--- src/hw/rtl/rle565_base64_encoder_assert.svh ---
// Assertion macros for the RLE565 base64 encoder.
// Each file that checks its own logic takes this header by include.
`ifndef RLE565_BASE64_ENCODER_ASSERT_SVH
`define RLE565_BASE64_ENCODER_ASSERT_SVH

// Condition that must hold at every clock edge out of reset
`define RLE_ASSERT_ALWAYS(label, clk, rst_n, cond, msg) \
    label: assert property (@(posedge clk) disable iff (!rst_n) (cond)) else $error(msg);

// Same-cycle implication
`define RLE_ASSERT_IMPLY(label, clk, rst_n, ante, cons, msg) \
    label: assert property (@(posedge clk) disable iff (!rst_n) (ante) |-> (cons)) \
        else $error(msg);

// Next-cycle implication
`define RLE_ASSERT_NEXT(label, clk, rst_n, ante, cons, msg) \
    label: assert property (@(posedge clk) disable iff (!rst_n) (ante) |=> (cons)) \
        else $error(msg);

`endif

--- src/hw/rtl/rle565b64_pkg.sv ---
// Shared types, constants and the base64 alphabet for the RLE565 encoder.
// No dependencies; every RTL file of the block refers to it by scoped name.
`default_nettype none

package rle565b64_pkg;

    // Run and character constants
    localparam logic [15:0] RUN_MAX     = 16'hFFFF;
    localparam logic [7:0]  LINE_RESET  = 8'd76;
    localparam logic [7:0]  LINE_MIN    = 8'd12;
    localparam logic [7:0]  CHAR_PAD    = 8'h3D;
    localparam logic [7:0]  CHAR_LF     = 8'h0A;
    localparam logic [7:0]  CHAR_UPPER  = 8'h41;
    localparam logic [7:0]  CHAR_LOWER  = 8'h61;
    localparam logic [7:0]  CHAR_DIGIT  = 8'h30;
    localparam logic [7:0]  CHAR_PLUS   = 8'h2B;
    localparam logic [7:0]  CHAR_SLASH  = 8'h2F;

    // Input word: one pixel
    typedef struct packed {
        logic [15:0] pixel;
        logic        last_pixel;
    } t_pixel_in;

    // Output word: one character
    typedef struct packed {
        logic [7:0] char_code;
        logic       last_char;
    } t_char_out;

    // One finished run
    typedef struct packed {
        logic [15:0] count;
        logic [15:0] value;
    } t_run;

    // Command from the front to the back: an optional closed run, then
    // on the frame's last pixel the final run and padding
    typedef struct packed {
        logic close_valid;
        t_run close_run;
        logic last;
        t_run last_run;
    } t_cmd;

    // One four-character group, sextet 0 goes out first
    typedef struct packed {
        logic [3:0][5:0] sextet;
        logic [1:0]      n_pad;
        logic            lf;
        logic            last;
    } t_group;

    // Map a sextet to its character in the standard alphabet
    function automatic logic [7:0] b64_char(input logic [5:0] s);
        logic [7:0] v;
        v = {2'b00, s};
        if (s < 6'd26) begin
            b64_char = CHAR_UPPER + v;
        end else if (s < 6'd52) begin
            b64_char = CHAR_LOWER + v - 8'd26;
        end else if (s < 6'd62) begin
            b64_char = CHAR_DIGIT + v - 8'd52;
        end else if (s == 6'd62) begin
            b64_char = CHAR_PLUS;
        end else begin
            b64_char = CHAR_SLASH;
        end
    endfunction

endpackage

`default_nettype wire

--- src/hw/rtl/rle565_base64_encoder.sv ---
// Path: a closed run goes through the command queue, the packer, the group register and
// the output register; whether its bytes complete a group depends on the bytes carried.
// Throughput: one pixel per cycle while the command queue has room; a closed run is four
// bytes, 4 or 8 characters plus any line feed, which the emitter sends one at a time.
// Reset: run, carry and line position clear, queues empty, line length 76.
// Depends on rle565b64_pkg and the front, cmdq, pack and emit modules.
`default_nettype none

module rle565_base64_encoder #(
    parameter int CMD_DEPTH = 2
) (
    input  wire                       i_clk,
    input  wire                       i_rst_n,
    input  wire                       push,
    output logic                      full,
    input  rle565b64_pkg::t_pixel_in  i_in,
    output logic                      empty,
    input  wire                       pop,
    output rle565b64_pkg::t_char_out  o_out,
    input  wire                       i_cfg_we,
    input  wire  [7:0]                i_cfg_wdata
);

    logic [7:0]            r_line_len;
    logic                  accept;
    logic                  cmd_push, cmd_full, cmd_pop, cmd_empty;
    rle565b64_pkg::t_cmd   cmd_in, cmd_head;
    logic                  grp_valid, grp_take;
    rle565b64_pkg::t_group grp;

    // Hold the line length register
    always_ff @(posedge i_clk) begin
        if (!i_rst_n) begin
            r_line_len <= rle565b64_pkg::LINE_RESET;
        end else if (i_cfg_we) begin
            r_line_len <= i_cfg_wdata;
        end
    end

    assign full   = cmd_full;
    assign accept = push && !cmd_full;

    rle565b64_front u_front (
        .i_clk      (i_clk),
        .i_rst_n    (i_rst_n),
        .i_valid    (accept),
        .i_in       (i_in),
        .o_cmd_push (cmd_push),
        .o_cmd      (cmd_in)
    );

    rle565b64_cmdq #(
        .DEPTH (CMD_DEPTH)
    ) u_cmdq (
        .i_clk   (i_clk),
        .i_rst_n (i_rst_n),
        .i_push  (cmd_push),
        .i_data  (cmd_in),
        .o_full  (cmd_full),
        .i_pop   (cmd_pop),
        .o_empty (cmd_empty),
        .o_head  (cmd_head)
    );

    rle565b64_pack u_pack (
        .i_clk         (i_clk),
        .i_rst_n       (i_rst_n),
        .i_cmd_empty   (cmd_empty),
        .i_cmd         (cmd_head),
        .o_cmd_pop     (cmd_pop),
        .i_line_length (r_line_len),
        .i_grp_take    (grp_take),
        .o_grp_valid   (grp_valid),
        .o_grp         (grp)
    );

    rle565b64_emit u_emit (
        .i_clk       (i_clk),
        .i_rst_n     (i_rst_n),
        .i_grp_valid (grp_valid),
        .i_grp       (grp),
        .o_grp_take  (grp_take),
        .i_pop       (pop),
        .o_empty     (empty),
        .o_out       (o_out)
    );

endmodule

`default_nettype wire

--- src/hw/rtl/rle565b64_front.sv ---
// Front end: tracks the open run and classifies each pixel.
// Depends on rle565b64_pkg; pushes run commands into rle565b64_cmdq.
`default_nettype none

module rle565b64_front (
    input  wire                      i_clk,
    input  wire                      i_rst_n,
    input  wire                      i_valid,
    input  rle565b64_pkg::t_pixel_in i_in,
    output logic                     o_cmd_push,
    output rle565b64_pkg::t_cmd      o_cmd
);

    logic [15:0] r_value, n_value;
    logic [15:0] r_count, n_count;
    logic        close;

    // Extend, close or open the run; flush everything on the last pixel
    always_comb begin
        n_value = r_value;
        n_count = r_count;
        close   = 1'b0;
        if (r_count == 16'd0) begin
            n_value = i_in.pixel;
            n_count = 16'd1;
        end else if (i_in.pixel == r_value && r_count != rle565b64_pkg::RUN_MAX) begin
            n_count = r_count + 16'd1;
        end else begin
            close   = 1'b1;
            n_value = i_in.pixel;
            n_count = 16'd1;
        end
        o_cmd.close_valid    = close;
        o_cmd.close_run.count = r_count;
        o_cmd.close_run.value = r_value;
        o_cmd.last           = i_in.last_pixel;
        o_cmd.last_run.count = n_count;
        o_cmd.last_run.value = n_value;
        if (i_in.last_pixel) begin
            n_count = 16'd0;
            n_value = 16'd0;
        end
    end

    assign o_cmd_push = i_valid && (close || i_in.last_pixel);

    // Hold run state between accepted words
    always_ff @(posedge i_clk) begin
        if (!i_rst_n) begin
            r_value <= 16'd0;
            r_count <= 16'd0;
        end else if (i_valid) begin
            r_value <= n_value;
            r_count <= n_count;
        end
    end

endmodule

`default_nettype wire

--- src/hw/rtl/rle565b64_cmdq.sv ---
// Short command queue between the front end and the byte packer.
// Depends on rle565b64_pkg for the command type.
`default_nettype none

module rle565b64_cmdq #(
    parameter int DEPTH = 2
) (
    input  wire                 i_clk,
    input  wire                 i_rst_n,
    input  wire                 i_push,
    input  rle565b64_pkg::t_cmd i_data,
    output logic                o_full,
    input  wire                 i_pop,
    output logic                o_empty,
    output rle565b64_pkg::t_cmd o_head
);

    `include "rle565_base64_encoder_assert.svh"

    localparam int PTR_W = (DEPTH > 1) ? $clog2(DEPTH) : 1;
    localparam int CNT_W = $clog2(DEPTH + 1);

    rle565b64_pkg::t_cmd r_mem [DEPTH];
    logic [PTR_W-1:0] r_wr_ptr, r_rd_ptr;
    logic [CNT_W-1:0] r_count;
    logic             do_push, do_pop;

    assign o_full  = (r_count == CNT_W'(DEPTH));
    assign o_empty = (r_count == '0);
    assign o_head  = r_mem[r_rd_ptr];
    assign do_push = i_push && !o_full;
    assign do_pop  = i_pop && !o_empty;

    // Store pushed words
    always_ff @(posedge i_clk) begin
        if (do_push) begin
            r_mem[r_wr_ptr] <= i_data;
        end
    end

    // Advance pointers and fill level
    always_ff @(posedge i_clk) begin
        if (!i_rst_n) begin
            r_wr_ptr <= '0;
            r_rd_ptr <= '0;
            r_count  <= '0;
        end else begin
            if (do_push) begin
                r_wr_ptr <= (r_wr_ptr == PTR_W'(DEPTH - 1)) ? '0 : r_wr_ptr + 1'b1;
            end
            if (do_pop) begin
                r_rd_ptr <= (r_rd_ptr == PTR_W'(DEPTH - 1)) ? '0 : r_rd_ptr + 1'b1;
            end
            if (do_push && !do_pop) begin
                r_count <= r_count + 1'b1;
            end else if (do_pop && !do_push) begin
                r_count <= r_count - 1'b1;
            end
        end
    end

    `RLE_ASSERT_ALWAYS(a_cmdq_level, i_clk, i_rst_n, r_count <= CNT_W'(DEPTH), "queue overfilled")

endmodule

`default_nettype wire

--- src/hw/rtl/rle565b64_pack.sv ---
// Byte packer: walks a command's run bytes, builds base64 groups and
// line feeds, pads at frame end. Depends on rle565b64_pkg.
`default_nettype none

module rle565b64_pack (
    input  wire                   i_clk,
    input  wire                   i_rst_n,
    input  wire                   i_cmd_empty,
    input  rle565b64_pkg::t_cmd   i_cmd,
    output logic                  o_cmd_pop,
    input  wire  [7:0]            i_line_length,
    input  wire                   i_grp_take,
    output logic                  o_grp_valid,
    output rle565b64_pkg::t_group o_grp
);

    `include "rle565_base64_encoder_assert.svh"

    logic                  r_cmd_valid, n_cmd_valid;
    rle565b64_pkg::t_cmd   r_cmd;
    logic [2:0]            r_bidx, n_bidx;
    logic                  r_pad, n_pad;
    logic [15:0]           r_carry, n_carry;
    logic [1:0]            r_carry_cnt, n_carry_cnt;
    logic [7:0]            r_line_cnt, n_line_cnt;
    logic                  r_grp_valid;
    rle565b64_pkg::t_group r_grp, n_grp;

    logic [7:0]            eff_len;
    rle565b64_pkg::t_run   run_sel;
    logic [7:0]            cur_byte;
    logic [23:0]           triple;
    logic [8:0]            line_sum;
    logic                  lf_hit, slot_free, full_grp, need_grp, step;
    logic                  final_byte, end_nonlast, produce, done;

    // Pick the byte under the cursor
    always_comb begin
        run_sel = r_bidx[2] ? r_cmd.last_run : r_cmd.close_run;
        case (r_bidx[1:0])
            2'd0:    cur_byte = run_sel.count[7:0];
            2'd1:    cur_byte = run_sel.count[15:8];
            2'd2:    cur_byte = run_sel.value[7:0];
            2'd3:    cur_byte = run_sel.value[15:8];
            default: cur_byte = run_sel.value[15:8];
        endcase
    end

    assign eff_len     = (i_line_length < rle565b64_pkg::LINE_MIN) ?
                         rle565b64_pkg::LINE_MIN : i_line_length;
    assign triple      = {r_carry, cur_byte};
    assign line_sum    = {1'b0, r_line_cnt} + 9'd4;
    assign lf_hit      = (line_sum >= {1'b0, eff_len});
    assign slot_free   = !r_grp_valid || i_grp_take;
    assign full_grp    = !r_pad && (r_carry_cnt == 2'd2);
    assign need_grp    = r_pad || full_grp;
    assign step        = r_cmd_valid && (!need_grp || slot_free);
    assign final_byte  = (r_bidx == 3'd7);
    assign end_nonlast = (r_bidx == 3'd3) && !r_cmd.last;

    // Absorb a byte, complete a group, or emit the padded tail
    always_comb begin
        n_bidx      = r_bidx;
        n_pad       = r_pad;
        n_carry     = r_carry;
        n_carry_cnt = r_carry_cnt;
        n_line_cnt  = r_line_cnt;
        n_grp       = r_grp;
        produce     = 1'b0;
        done        = 1'b0;
        if (step) begin
            if (r_pad) begin
                produce        = 1'b1;
                done           = 1'b1;
                n_pad          = 1'b0;
                n_grp.lf       = 1'b0;
                n_grp.last     = 1'b1;
                n_grp.sextet[3] = 6'd0;
                if (r_carry_cnt == 2'd1) begin
                    n_grp.sextet[0] = r_carry[7:2];
                    n_grp.sextet[1] = {r_carry[1:0], 4'd0};
                    n_grp.sextet[2] = 6'd0;
                    n_grp.n_pad     = 2'd2;
                end else begin
                    n_grp.sextet[0] = r_carry[15:10];
                    n_grp.sextet[1] = r_carry[9:4];
                    n_grp.sextet[2] = {r_carry[3:0], 2'd0};
                    n_grp.n_pad     = 2'd1;
                end
                n_carry     = 16'd0;
                n_carry_cnt = 2'd0;
                n_line_cnt  = 8'd0;
            end else if (full_grp) begin
                produce         = 1'b1;
                n_grp.sextet[0] = triple[23:18];
                n_grp.sextet[1] = triple[17:12];
                n_grp.sextet[2] = triple[11:6];
                n_grp.sextet[3] = triple[5:0];
                n_grp.n_pad     = 2'd0;
                n_grp.lf        = lf_hit;
                n_grp.last      = final_byte;
                n_carry         = 16'd0;
                n_carry_cnt     = 2'd0;
                n_line_cnt      = lf_hit ? 8'd0 : line_sum[7:0];
                if (final_byte) begin
                    done       = 1'b1;
                    n_line_cnt = 8'd0;
                end else if (end_nonlast) begin
                    done = 1'b1;
                end else begin
                    n_bidx = r_bidx + 3'd1;
                end
            end else begin
                n_carry     = {r_carry[7:0], cur_byte};
                n_carry_cnt = r_carry_cnt + 2'd1;
                if (final_byte) begin
                    n_pad = 1'b1;
                end else if (end_nonlast) begin
                    done = 1'b1;
                end else begin
                    n_bidx = r_bidx + 3'd1;
                end
            end
        end
    end

    assign o_cmd_pop   = !i_cmd_empty && (!r_cmd_valid || done);
    assign o_grp_valid = r_grp_valid;
    assign o_grp       = r_grp;

    always_comb begin
        if (o_cmd_pop) begin
            n_cmd_valid = 1'b1;
        end else if (done) begin
            n_cmd_valid = 1'b0;
        end else begin
            n_cmd_valid = r_cmd_valid;
        end
    end

    // Load commands and group payload
    always_ff @(posedge i_clk) begin
        if (o_cmd_pop) begin
            r_cmd <= i_cmd;
        end
        if (produce) begin
            r_grp <= n_grp;
        end
    end

    // Advance the cursor, carry and line position
    always_ff @(posedge i_clk) begin
        if (!i_rst_n) begin
            r_cmd_valid <= 1'b0;
            r_bidx      <= 3'd0;
            r_pad       <= 1'b0;
            r_carry     <= 16'd0;
            r_carry_cnt <= 2'd0;
            r_line_cnt  <= 8'd0;
            r_grp_valid <= 1'b0;
        end else begin
            r_cmd_valid <= n_cmd_valid;
            r_carry     <= n_carry;
            r_carry_cnt <= n_carry_cnt;
            r_line_cnt  <= n_line_cnt;
            if (o_cmd_pop) begin
                r_bidx <= i_cmd.close_valid ? 3'd0 : 3'd4;
                r_pad  <= 1'b0;
            end else begin
                r_bidx <= n_bidx;
                r_pad  <= n_pad;
            end
            if (produce) begin
                r_grp_valid <= 1'b1;
            end else if (i_grp_take) begin
                r_grp_valid <= 1'b0;
            end
        end
    end

    `RLE_ASSERT_ALWAYS(a_pack_carry, i_clk, i_rst_n,
        r_carry_cnt != 2'd3, "carry count out of range")
    `RLE_ASSERT_IMPLY(a_pack_padfill, i_clk, i_rst_n,
        r_pad, r_carry_cnt != 2'd0, "pad with no carry")
    `RLE_ASSERT_NEXT(a_pack_frame_end, i_clk, i_rst_n, produce && n_grp.last,
        (r_carry_cnt == 2'd0) && (r_line_cnt == 8'd0), "state not cleared at frame end")

endmodule

`default_nettype wire

--- src/hw/rtl/rle565b64_emit.sv ---
// Character emitter: sends one group's characters and any line feed one per cycle
// while the output register is free or popped. Depends on rle565b64_pkg.
`default_nettype none

module rle565b64_emit (
    input  wire                       i_clk,
    input  wire                       i_rst_n,
    input  wire                       i_grp_valid,
    input  rle565b64_pkg::t_group     i_grp,
    output logic                      o_grp_take,
    input  wire                       i_pop,
    output logic                      o_empty,
    output rle565b64_pkg::t_char_out  o_out
);

    `include "rle565_base64_encoder_assert.svh"

    logic                     r_busy;
    rle565b64_pkg::t_group    r_grp;
    logic [2:0]               r_pos;
    logic                     r_out_valid;
    rle565b64_pkg::t_char_out r_out, n_out;
    logic [2:0]               last_pos;
    logic [2:0]               pad_sum;
    logic                     advance, finishing;

    assign last_pos   = r_grp.lf ? 3'd4 : 3'd3;
    assign advance    = r_busy && (!r_out_valid || i_pop);
    assign finishing  = advance && (r_pos == last_pos);
    assign o_grp_take = i_grp_valid && (!r_busy || finishing);
    assign pad_sum    = {1'b0, r_pos[1:0]} + {1'b0, r_grp.n_pad};
    assign o_empty    = !r_out_valid;
    assign o_out      = r_out;

    // Select the character at the cursor
    always_comb begin
        if (r_pos == 3'd4) begin
            n_out.char_code = rle565b64_pkg::CHAR_LF;
        end else if (pad_sum >= 3'd4) begin
            n_out.char_code = rle565b64_pkg::CHAR_PAD;
        end else begin
            n_out.char_code = rle565b64_pkg::b64_char(r_grp.sextet[r_pos[1:0]]);
        end
        n_out.last_char = r_grp.last && (r_pos == last_pos);
    end

    // Hold group and output payload
    always_ff @(posedge i_clk) begin
        if (o_grp_take) begin
            r_grp <= i_grp;
        end
        if (advance) begin
            r_out <= n_out;
        end
    end

    // Step through the group, drop the output word once popped
    always_ff @(posedge i_clk) begin
        if (!i_rst_n) begin
            r_busy      <= 1'b0;
            r_pos       <= 3'd0;
            r_out_valid <= 1'b0;
        end else begin
            if (o_grp_take) begin
                r_busy <= 1'b1;
                r_pos  <= 3'd0;
            end else if (finishing) begin
                r_busy <= 1'b0;
            end else if (advance) begin
                r_pos <= r_pos + 3'd1;
            end
            if (advance) begin
                r_out_valid <= 1'b1;
            end else if (i_pop) begin
                r_out_valid <= 1'b0;
            end
        end
    end

    `RLE_ASSERT_IMPLY(a_emit_pos, i_clk, i_rst_n, r_busy, r_pos <= last_pos, "cursor past end of group")

endmodule

`default_nettype wire

--- config.mk ---
export PLATFORM = sky130hd
export DESIGN_NAME = rle565_base64_encoder
export DESIGN_NICKNAME = d
export VERILOG_FILES = /design/src/hw/rtl/rle565b64_pkg.sv /design/src/hw/rtl/rle565_base64_encoder.sv /design/src/hw/rtl/rle565b64_front.sv /design/src/hw/rtl/rle565b64_cmdq.sv /design/src/hw/rtl/rle565b64_pack.sv /design/src/hw/rtl/rle565b64_emit.sv
export VERILOG_INCLUDE_DIRS = /design/src /design/src/hw/rtl
export SDC_FILE = /design/constraint.sdc
export NUM_CORES = 1
export LEC_CHECK = 0
export ABC_AREA = 1
export ABC_CLOCK_PERIOD_IN_PS = 7000
export BUFFER_PORTS_ARGS = -buffer_cell sky130_fd_sc_hd__buf_2
export CORE_ASPECT_RATIO = 1.2
export CORE_MARGIN = 10
export CORE_UTILIZATION = 25
export DETAILED_ROUTE_END_ITERATION = 10
export PLACE_DENSITY = 0.4
export SLEW_MARGIN = 20
export SYNTH_ARGS = -nofsm -noshare
export SYNTH_HDL_FRONTEND = slang
export SYNTH_SLANG_ARGS = --single-unit
--- constraint.sdc ---
create_clock -name i_clk -period 7 [get_ports i_clk]
set_clock_uncertainty 0.1 [all_clocks]
set_input_delay 0.7 -clock i_clk [delete_from_list [all_inputs] [get_ports i_clk]]
set_output_delay 0.7 -clock i_clk [all_outputs]
set_load 0.1 [all_outputs]
Word level (Yosys, flattened, before mapping)
Memories as Yosys holds them, arrays and structs flattened. A register that Yosys moved wholly into a read port is not among the register bits.
Cells that the tools add are included.
Word-level totals
  register bits after elaboration: 211
  memory bits (writable): 132
  input bits: 30
  output and inout port bits: 11
  word-level logic and storage cells: 193
  memories kept: 1
Operators by class
  $add $sub $neg: 15
  $lt $le $gt $ge: 7
  equality and inequality tests: 16
  muxes and demuxes: 64
  bitwise gates (word level): 2
  reductions and logical operators: 50
Memories
  u_cmdq.r_mem: depth 2, bits a word 66, rd ports 1, clocked after Yosys merged registers in 1, write ports 1, line rle565b64_cmdq.sv:23  | rle565b64_pkg::t_cmd r_mem [DEPTH];
Operator list (count)
  2-to-1 mux 16 bit: 8
  2-to-1 mux 8 bit: 8
  2-to-1 mux 32 bit: 1
  case mux 8 bit (4 select lines): 1
  2-to-1 mux 1 bit: 28
  2-to-1 mux 28 bit: 1
  2-to-1 mux 3 bit: 8
  2-to-1 mux 22 bit: 1
  2-to-1 mux 20 bit: 1
  adder 16 x 1 -> 16 bit (second input constant): 1
  adder 7 x 6 -> 8 bit (first input constant): 2
  equality test 16 bit: 1
  zero test 16 bit: 1
  != test 16 bit (second input constant): 1
  logical AND 1 bit: 15
  nonzero test 2 bit: 7
  binary-select mux 6 bit (select 2 bit): 1
  < comparator 6 bit (second input constant): 2
  2-to-1 mux 6 bit: 2
  zero test 1 bit: 11
  adder 8 x 3 -> 9 bit (second input constant): 1
  greater-or-equal comparator 9 x 8 -> 1 bit: 1
  equality test 2 bit (second input constant): 4
  < comparator 8 x 4 -> 1 bit (second input constant): 1
  25 further kinds: 46

Longest topological paths before layout
  word-level depth: 16
  gate-level depth with buffers: 16
  depth with buffers taken out: 16

Cells and area by module
From an unflattened synthesis, not the netlist that was laid out.
Second synthesis, totals
  cells, all modules: 1394
  area total of the unflattened synthesis: 15127.0 sq um
Modules (own cells, without submodules)
  rle565b64_cmdq: times used 1, cells an instance 243, area each 5165.0 sq um, seq. area each 4063.9 sq um
  rle565b64_pack: times used 1, cells an instance 481, area each 5121.2 sq um, seq. area each 3393.3 sq um
  rle565b64_front: times used 1, cells an instance 407, area each 2296.0 sq um, seq. area each 640.6 sq um
  rle565b64_emit: times used 1, cells an instance 216, area each 2225.9 sq um, seq. area each 1211.2 sq um
  rle565_base64_encoder: times used 1, cells an instance 47, area each 319.1 sq um, seq. area each 160.2 sq um

Worst setup path before layout
Ideal clock, no wire load.
  kind: input port to flip-flop
  start: input port push
  end: memory u_cmdq.r_mem[0][0] in the netlist's numbering (enable)
  library setup time: 0.490 ns
  data arrival time: 4.168 ns
  data required time: 6.410 ns
  slack: 2.242 ns
  cell stages on the path: 5
  buffers on the path: 1
  cells stage by stage: o21ai_1 > inv_1 > clkbuf_1 > nand2_1 > nor2_1
Between the ends
  word-level cells in the longest chain between the ends: 5
RTL lines
  from (decl): line rle565_base64_encoder.sv:14  | input wire push,
  logical AND 1 bit: line rle565_base64_encoder.sv:41  | assign accept = push && !cmd_full;
  logical AND 1 bit: line rle565b64_front.sv:45  | assign o_cmd_push = i_valid && (close || i_in.last_pixel);
  logical AND 1 bit: line rle565b64_cmdq.sv:31  | assign do_push = i_push && !o_full;
  2-to-1 mux 1 bit: line rle565b64_cmdq.sv:36  | if (do_push) begin
  2-to-1 mux 1 bit (implied by the code): line rle565b64_cmdq.sv:37  | r_mem[r_wr_ptr] <= i_data;
  to (decl): line rle565b64_cmdq.sv:23
Every way passes these cells.

Final worst setup path
  start: register u_front.r_count[0]
  end: memory u_cmdq.r_mem[1][29] in the netlist's numbering (enable)
Between the ends
  word-level cells in the longest chain between the ends: 9
  elaborated cells on any way between the ends: 10
  those cells by class: eq/ne (1); mux (4); reduce/logical (5)
RTL lines
  from (decl): line rle565b64_front.sv:15  | logic [15:0] r_count, n_count;
  from (signal assigned): line rle565b64_front.sv:54  | r_count <= n_count;
  != test 16 bit: line rle565b64_front.sv:26  | end else if (i_in.pixel == r_value && r_count != rle565b64_pkg::RUN_MAX) begin
  logical AND 1 bit: line rle565b64_front.sv:26
  2-to-1 mux 1 bit: line rle565b64_front.sv:26
  2-to-1 mux 1 bit (*): line rle565b64_front.sv:23  | if (r_count == 16'd0) begin
  logical OR 1 bit (*): line rle565b64_front.sv:45
  logical AND 1 bit (*): line rle565b64_front.sv:45
  logical AND 1 bit (*): line rle565b64_cmdq.sv:31
  2-to-1 mux 1 bit (*): line rle565b64_cmdq.sv:36
  2-to-1 mux 1 bit (implied by the code) (*): line rle565b64_cmdq.sv:37
Every way passes the cells marked *; elsewhere a longest branch is shown, timed or not.

==> results.yml <==
clock_network:
  cts_root_buffer: "clkbuf_16"
  cts_tree: "yes"
  clk_latency_ps: 570
  cts_resized: 0
  post_cts_buffers: 0
  cts_buffers: 41
  cts.clk_slew.worst_paths_ps: 60
  cts.sinks: 342
  cts_hold_buf: 0
  h-tree-depth: 2
  ctsLongestPathBuffers: 3
setup_path:
  worstPathArrival_ps: 3800
  reg2reg_to: "u_cmdq.r_mem[1][29]$_DFFE_PP_"
  crit_fanout: 39
  max_stage_delay_ps: 740
  crit_cells: 10
  critPathLaunch: "u_front.r_count[0]$_SDFFE_PN0P_"
  cp-start-kind: "flop"
  path_cells: "ha_1, nand2_1, nor2_2, nand4_1, nand3_1, nand2_1, nand2_1, nand3_1, inv_2, buf_4"
  critPathKind: "reg2reg"
  critPathTopFamily: "buffers and inverters"
  r2r_cells: 10
  timing.rr.start: "u_front.r_count[0]$_SDFFE_PN0P_"
  cp_num_buf_inv: 2
  crit_path_end: "u_cmdq.r_mem[1][29]$_DFFE_PP_"
  regToRegSetupSlack_ps: 3310
  crit_required_ps: 7110
  end_kind: "flop"
  worst_path_max_delay_cell: "inv_2"
  cp_common_cell: "nand2_1"
power:
  power_leakage_nw: 6.04
  max-vdd-ir-drop_uv: 194
  power.total_mw: 5.70
  p_per_area_nw_per_um2: 341
final_layout:
  mostFrequentLayoutCell: "edfxtp_1"
  nNetsFinal: 1371
  final_cells: 2081
  drive_gt1_share_pct: 16.9
  mostFrequentLayoutCells: "262 x edfxtp_1, 214 x nand2_1, 154 x nor2_1, 88 x inv_1, 80 x a21oi_1"
  diodes: 0
  area_growth_pct: 15.3
  num-fill-cells: 5912
yosys:
  ys_warn_count: 0
  synth_nets: 1338
  ys_seq_area_share_pct: 65.2
  syn_inst: 1280
  synthFlopType: "edfxtp_1"
  async_reset_ff_share_pct: 0
  netlist_area_um2: 14500
  synth_cell_types: 43
  synth_edf_count: 262
  synth_seq_cells: 342
  avgSynthCellArea_um2: 11.3
timing:
  rsz0062_at_grt: "false"
  setup_tns_ps: 0
  min_period_ps: 3690
  setup_viol: 0
  hold_viol: 0
  clock.fmax_mhz: 271
  worstMarginPinSlew_ps: 1050
  worst_slack_ps: 3310
  period_share_pct: 52.7
  slew_violations: 0
  slew_headroom_pct: 30.1
detailed_routing:
  drcViolationCount: 0
  totalWireLength_um: 32500
  drt_iter0_drc: 407
  vias: 8847
  viasPerCell: 4.25
  wire_per_inst_um: 15.6
  drtPass1Iterations: 5
  ant_nets: 0
placement:
  place_hpwl_um: 21100
  dp_cells: 2005
  place.gp.congestion: 0.784
  port_buffers: 40
  pre_cts_slack_ps: 2990
global_route:
  antenna_found_initial: 1
  grt_pass1_vias: 9114
  groute.usage.overall_pct: 9.57
  grt_max_degree: 67
  grt_pass1_wl_um: 51700
  overflow: 0
run:
  maxCapViolCount: 0
status:
  status: "complete, no violations"
floorplan:
  fp-row-count: 96
  coreArea_um2: 57400
  die_area_um2: 68200
  die_h_um: 284
  initial_utilization_pct: 25.3
  pin_count: 41
  die_w_um: 240
min_path:
  hold_class: "in2reg"
[per-layer routing]
metal | vias to the layer above | global-route usage (%) | routed length (um)
met5 | - | 0 | 13
met4 | 2 | 3.20 | 701
met2 | 95 | 16.8 | 16300
met3 | 46 | 1.86 | 1080
li1 | 4472 | - | -
met1 | 4232 | 11.4 | 14400
[worst min path at each step]
stage	to	start	depth (start not counted)
after global routing	u_cmdq.r_mem[1][7]$_DFFE_PP_	i_in[8]	1
after floorplan	u_emit.r_grp[0]$_DFFE_PP_	u_pack.o_grp[0]$_SDFFCE_PP1P_	0
after detailed placement	u_emit.r_grp[18]$_DFFE_PP_	u_pack.o_grp[18]$_DFFE_PP_	0
after CTS	u_cmdq.r_mem[1][7]$_DFFE_PP_	i_in[8]	1
final	u_cmdq.r_mem[0][5]$_DFFE_PP_	i_in[6]	1
after global placement	u_emit.r_grp[11]$_DFFE_PP_	u_pack.o_grp[11]$_DFFE_PP_	0
[where the power goes]
| group | leakage (nW) | total (mW) | internal (mW) | switching [mW] |
|---|---|---|---|---|
| sequential | 3.09 | 2.68 | 2.58 | 0.103 |
| clock | 0.643 | 2.00 | 1.15 | 0.848 |
| combinational | 2.32 | 1.02 | 0.337 | 0.683 |
| total | 6.04 | 5.70 | 4.07 | 1.63 |
[metrics by stage]
| step | instance area (um2) | util (%) | hold slack [ps] |
|---|---|---|---|
| global route | 16700 | 29.2 | 229 |
| finish | 16700 | 29.2 | 258 |
| global placement | 15400 | 26.9 | 304 |
| floorplan | 14500 | - | 300 |
| CTS | 16700 | 29.2 | 212 |
| detailed placement | 15400 | 26.9 | 305 |
[final cells by class]
cell class	count	area, um2	share of cell area (%)
Sequential cell	342	9470	56.6
Multi-Input combinational cell	781	4430	26.5
Clock buffer	55	1140	6.80
Tap cell	735	920	5.49
Inverter	100	378	2.26
Timing Repair Buffer	47	253	1.51
Clock inverter	21	153	0.912
[registers in the layout (all words and copies together), names as in the netlist, 9 cells and up, named ones only]
signal	count
u_emit.o_out	9
u_front.r_value	16
u_front.r_count	16
u_emit.r_grp	28
u_pack.o_grp	28
u_cmdq.r_mem	132
u_pack.r_carry	16
u_pack.r_cmd	65
[cells in the mapped netlist, types with 4 or more instances]
cell type	number	share of area, %
nor3_1	20	0.69
o21ai_0	56	1.9
a21oi_1	81	2.8
nand4_1	22	0.95
dfxtp_1	80	11
nor2_1	155	4.0
clkbuf_1	33	0.85
mux2_2	73	5.7
ha_1	28	2.4
xor2_1	29	1.7
edfxtp_1	262	54
inv_2	6	0.16
inv_1	91	2.4
nand2_2	12	0.52
nor2_2	4	0.17
buf_2	16	0.55
nand3_1	47	1.6
o21ai_1	7	0.24
nand2_4	4	0.31
nand2_1	214	5.5
[cell families after synthesis]
kind of cell	after synthesis	synth area share [%]
adders and majority gates	28	2.41
AOI/OAI and AO/OA	155	5.57
buffers and inverters	157	4.42
and+or+nand+nor	495	14.9
DFF	342	65.2
muxes	74	5.73
xor gates and xnor gates	29	1.75
[worst register-to-register path: stages, from the launching register on]
cell and delay [ps]:
dfxtp_1 480, ha_1 220, nand2_1 100, nor2_2 180, nand4_1 140, nand3_1 410, nand2_1 140, nand2_1 130
nand3_1 110, inv_2 740, buf_4 560
Power figures use the tool's default switching activity.
